File: config.mk
export PLATFORM = sky130hd
export DESIGN_NAME = fsop_ctrl
export DESIGN_NICKNAME = d
export VERILOG_FILES = /design/src/hw/rtl/fsop_pkg.sv /design/src/hw/rtl/fsop_ctrl.sv
export SDC_FILE = /design/constraint.sdc
export NUM_CORES = 1
export LEC_CHECK = 0
export BUFFER_PORTS_ARGS = -buffer_cell sky130_fd_sc_hd__buf_2
export CORE_AREA = 5 5 42 44
export CTS_CLUSTER_DIAMETER = 120
export DETAILED_ROUTE_END_ITERATION = 16
export DIE_AREA = 0 0 47 49
export GPL_TIMING_DRIVEN = 0
export HOLD_SLACK_MARGIN = 0.02
export PLACE_DENSITY = 0.55
export SLEW_MARGIN = 20
export SYNTH_ARGS = -nofsm -noshare
export SYNTH_HDL_FRONTEND = slang
export SYNTH_SLANG_ARGS = --single-unit
export TNS_END_PERCENT = 5
File: constraint.sdc
create_clock -name clk -period 2 [get_ports clk]
set_clock_uncertainty 0.15 [all_clocks]
set_input_delay 0.6 -clock clk [delete_from_list [all_inputs] [get_ports clk]]
set_output_delay 0.6 -clock clk [all_outputs]
set_load 0.01 [all_outputs]
File: src/hw/rtl/fsop_pkg.sv
`timescale 1ns / 1ps

package fsop_pkg;

  // fixed field widths
  localparam int ADDR_W      = 48;
  localparam int SIZE_W      = 13;
  localparam int COUNT_W     = 11;
  localparam int SS_W        = 14;   // rounded slot size, up to 8192
  localparam int CFG_IDX_W   = 2;
  localparam int OUT_TDATA_W = 64;
  localparam int OUT_PAD_W   = OUT_TDATA_W - ADDR_W - 2 - COUNT_W;

  // register map
  localparam logic [CFG_IDX_W-1:0] REG_BASE  = 2'd0;
  localparam logic [CFG_IDX_W-1:0] REG_SIZE  = 2'd1;
  localparam logic [CFG_IDX_W-1:0] REG_COUNT = 2'd2;

  // register reset values
  localparam logic [ADDR_W-1:0]  RST_BASE  = '0;
  localparam logic [SIZE_W-1:0]  RST_SIZE  = 13'd8;
  localparam logic [COUNT_W-1:0] RST_COUNT = 11'd1024;

  typedef enum logic {
    OP_ALLOC = 1'b0,
    OP_FREE  = 1'b1
  } opcode_t;

  typedef enum logic [1:0] {
    ST_OK       = 2'd0,
    ST_EMPTY    = 2'd1,
    ST_RANGE    = 2'd2,
    ST_MISALIGN = 2'd3
  } status_t;

  // controller to datapath
  typedef struct packed {
    logic sweep_step;
    logic take_in;
    logic alloc_mul;
    logic alloc_empty;
    logic alloc_commit;
    logic free_sub;
    logic range_fail;
    logic div_start;
    logic free_commit;
    logic load_out;
  } cmd_t;

  // datapath to controller
  typedef struct packed {
    logic sweep_last;
    logic head_end;
    logic range_bad;
    logic div_busy;
  } sts_t;

endpackage

File: src/hw/rtl/fsop_ctrl.sv
`timescale 1ns / 1ps

module fsop_ctrl (
  input  logic              clk,
  input  logic              rst_n,
  input  logic              cfg_hit,
  input  logic              in_tvalid,
  input  fsop_pkg::opcode_t in_op,
  output logic              in_tready,
  input  logic              out_tready,
  output logic              out_tvalid,
  output fsop_pkg::cmd_t    cmd,
  input  fsop_pkg::sts_t    sts
);
  import fsop_pkg::*;

  typedef enum logic [3:0] {
    S_SWEEP,
    S_IDLE,
    S_ALLOC_MUL,
    S_ALLOC_ADD,
    S_FREE_SUB,
    S_FREE_CHK,
    S_FREE_DIV,
    S_FREE_UPD,
    S_RESULT
  } state_t;

  state_t state_r, state_nxt;
  logic   out_valid_r, out_valid_nxt;

  always_comb begin
    cmd           = '0;
    state_nxt     = state_r;
    out_valid_nxt = out_valid_r && !out_tready;
    case (state_r)
      S_SWEEP: begin
        cmd.sweep_step = 1'b1;
        if (sts.sweep_last) begin
          state_nxt = S_IDLE;
        end
      end
      S_IDLE: begin
        if (in_tvalid) begin
          cmd.take_in = 1'b1;
          state_nxt   = (in_op == OP_FREE) ? S_FREE_SUB : S_ALLOC_MUL;
        end
      end
      S_ALLOC_MUL: begin
        if (sts.head_end) begin
          cmd.alloc_empty = 1'b1;
          state_nxt       = S_RESULT;
        end else begin
          cmd.alloc_mul = 1'b1;
          state_nxt     = S_ALLOC_ADD;
        end
      end
      S_ALLOC_ADD: begin
        cmd.alloc_commit = 1'b1;
        state_nxt        = S_RESULT;
      end
      S_FREE_SUB: begin
        cmd.free_sub = 1'b1;
        state_nxt    = S_FREE_CHK;
      end
      S_FREE_CHK: begin
        if (sts.range_bad) begin
          cmd.range_fail = 1'b1;
          state_nxt      = S_RESULT;
        end else begin
          cmd.div_start = 1'b1;
          state_nxt     = S_FREE_DIV;
        end
      end
      S_FREE_DIV: begin
        if (!sts.div_busy) begin
          state_nxt = S_FREE_UPD;
        end
      end
      S_FREE_UPD: begin
        cmd.free_commit = 1'b1;
        state_nxt       = S_RESULT;
      end
      S_RESULT: begin
        if (!out_valid_r || out_tready) begin
          cmd.load_out  = 1'b1;
          out_valid_nxt = 1'b1;
          state_nxt     = S_IDLE;
        end
      end
      default: begin
        state_nxt = S_SWEEP;
      end
    endcase
    // any register write rebuilds the free list
    if (cfg_hit) begin
      state_nxt = S_SWEEP;
    end
  end

  always_ff @(posedge clk) begin
    if (!rst_n) begin
      state_r     <= S_SWEEP;
      out_valid_r <= 1'b0;
    end else begin
      state_r     <= state_nxt;
      out_valid_r <= out_valid_nxt;
    end
  end

  assign in_tready  = (state_r == S_IDLE);
  assign out_tvalid = out_valid_r;

  a_busy_after_accept: assert property (@(posedge clk) disable iff (!rst_n)
    in_tvalid && in_tready |=> state_r != S_IDLE)
    else $error("request accepted but controller stayed idle");

  a_no_accept_in_sweep: assert property (@(posedge clk) disable iff (!rst_n)
    state_r == S_SWEEP |-> !in_tready)
    else $error("request taken during free list rebuild");

  a_load_only_when_free: assert property (@(posedge clk) disable iff (!rst_n)
    cmd.load_out |-> (!out_valid_r || out_tready))
    else $error("pending response overwritten");

endmodule

==> impl_metrics.json <==
{
  "status": "complete, but fails checks",
  "violations": "setup timing",
  "gp_congestion": 0.7139,
  "rsz0062_at_grt": "true",
  "grt_pass1_vias": 486,
  "postCtsHoldBufs": 0,
  "post_dp_cell_area_um2": 534.3,
  "endpoint_kind": "primary output",
  "drv_slew": 0,
  "design_area_um2": 696.9,
  "synth_area_leaders": "dfxtp_1 24%, nor2b_1 9.2%, nor4_1 6.1%",
  "powerDensity_nw_per_um2": 382.3,
  "root_buffer": "clkbuf_4",
  "core_um2": 1401,
  "reg2reg_setup_slack_ns": 0.36,
  "antenna_left": 0,
  "crit_fanout": 5,
  "required_ns": 1.25,
  "holdPathEnd": "out_tvalid",
  "syn_inst": 56,
  "netlist_area_um2": 409.1,
  "synth_area_leader_cell": "dfxtp_1",
  "maxCapViolCount": 0,
  "drcViolationCount": 0,
  "max-slew-margin-rel_pct": 75.18,
  "chipHeight_um": 49,
  "layout_common_cells": "21 x buf_2, 5 x nor2_1, 4 x nor4_1, 4 x nor2b_1",
  "dr.pass1.iters": 4,
  "start_util_pct": 29.20,
  "yosysUniqueCellTypes": 28,
  "fillers": 142,
  "cellLeakagePower_nw": 0.3103,
  "cts_buffers": 3,
  "ir_drop_mv": 0.2689,
  "hold_violations": 0,
  "vias": 520,
  "die_x_um": 47,
  "io_pins": 22,
  "grt_max_degree": 11,
  "grt_pass1_wl_um": 2007,
  "layout_commonest_cell": "buf_2",
  "setup_tns_ns": -0.004279,
  "clkSinkCount": 5,
  "final-seq-area_um2": 112.6,
  "timing.fmax_ghz": 0.4989,
  "worst_pin_slew_ns": 0.3629,
  "syn_nets": 66,
  "htreeDepth": 1,
  "pre_cts_ws_ns": -0.1056,
  "r2r-end": "state_r[1]",
  "hold_path_depth": 2,
  "n_antenna_cell": 0,
  "cts_max_path_buffers": 2,
  "area_delta_synth_final_pct": 70.34,
  "drive_gt1_share_pct": 52.38,
  "rows": 14,
  "crit_arrival_ns": 1.25,
  "clkTransAtPathRegs_ns": 0.04,
  "vias_per_cell": 5.200,
  "min_from": "rst_n",
  "synth-seq-area-share_pct": 24.46,
  "start_kind": "flop",
  "period_needed_ns": 2.004,
  "grt_overflow": 0,
  "r2r_start": "state_r[0]",
  "numPortBuffers": 21,
  "dp_hpwl_um": 906.2,
  "antenna_found_initial": 0,
  "period_share_pct": 100.2,
  "ff2ff_path_depth": 5,
  "post_drt_wl_per_cell_um": 12.29,
  "cts_tree": "built",
  "drt_wl_total_um": 1229,
  "clk_latency_ns": 0.24,
  "hp-class": "input port to flop",
  "yosysTopAreaCellShare_pct": 24.46,
  "finalNetCount": 95,
  "synth_seq_cells": 5,
  "drt-initial-drc-count": 10,
  "final_util_pct": 49.73,
  "fin_ws_ns": -0.004279,
  "multiInputGateArea_um2": 347.8,
  "setup_viol": 1,
  "syn_avg_cell_area_um2": 7.306,
  "total_power_uw": 266.5,
  "die_area_um2": 2303,
  "ys_warn_count": 0,
  "cp-startpoint": "state_r[0]",
  "critPathKind": "flop to primary output",
  "grt_usage_pct": 11.28
}
==> layer usage <==
layer | wire length [µm] | track usage (%)
met1 | 539 | 15.20
met2 | 598 | 17.87
met3 | 92 | 1.107
met4 | 0 | 4.147
met5 | 0 | 0
==> synth_stat cells <==
cell / instances
nor2b_1: 6
dfxtp_1: 5
nor2_1: 5
nor4_1: 4
clkbuf_1: 3
nand2b_1: 3
o21a_1: 3
a21oi_1: 2
a31oi_1: 2
nor3_1: 2
nor4b_1: 2
o21ai_1: 2
or4_1: 2
a2111oi_0: 1
a22oi_1: 1
and2_1: 1
and3_1: 1
and4b_1: 1
buf_2: 1
inv_1: 1
nand2_1: 1
nand3_1: 1
nand3b_1: 1
nand4_1: 1
nor3b_1: 1
o21ai_0: 1
o22a_1: 1
or2b_2: 1
==> power breakdown <==
group          internal [mW]  switching, mW  leakage (nW)
sequential            0.0990        0.00324        0.0433
clock                 0.0752         0.0382        0.0150
combinational         0.0272         0.0237         0.252
==> metrics by stage <==
stage	hold slack, ns	instances
finish	0.4442	100
global route	0.4476	100
detailed placement	0.4846	93
global placement	0.4854	93
floorplan	0.4211	56
CTS	0.4404	99
==> state kept, by name, summed over array words and instances (netlist names) <==
register    count
state_r         4
out_tvalid      1
==> worst max-delay path by stage <==
stage,end,depth (start not counted),slack [ns]
floorplan,cmd[3],3,0.03
global placement,cmd[6],4,-0.12
detailed placement,cmd[6],4,-0.11
CTS,cmd[8],4,-0.02
global route,cmd[8],4,-0.07
finish,cmd[8],4,-0.004
==> what timing repair did <==
action / in CTS / in global routing
setup endpoints to repair: 11 / 8
pin swaps: 1 / 0
setup buffers: 2 / 1
resized for setup: 27 / 6
endpoints found under the hold margin: 0 / 0
==> layout make-up <==
cell class / count / share of cell area (%)
inverter: 1 / 0.5386
clock buffer: 4 / 3.770
buffer: 4 / 8.438
sequential: 5 / 16.16
multi-input combinational: 46 / 49.91
tap: 16 / 2.873
timing repair buffer: 24 / 18.31
==> kinds of logic (layout without fill, tap and decap cells) <==
kind of cell	after synthesis	after routing	share of synthesized area (%)
AND/OR/NAND/NOR	33	33	49.85
flip-flops	5	5	24.47
AO/OA/AOI/OAI	13	13	20.79
buffers and inverters	5	33	4.891
==> worst max-delay path, stage by stage (launching register included) <==
cell and delay, ns:
dfxtp_4 0.37, or2b_4 0.28, nor3_2 0.11, and2_1 0.13
buf_2 0.12
Note: power is estimated with default switching activity, not from simulation.
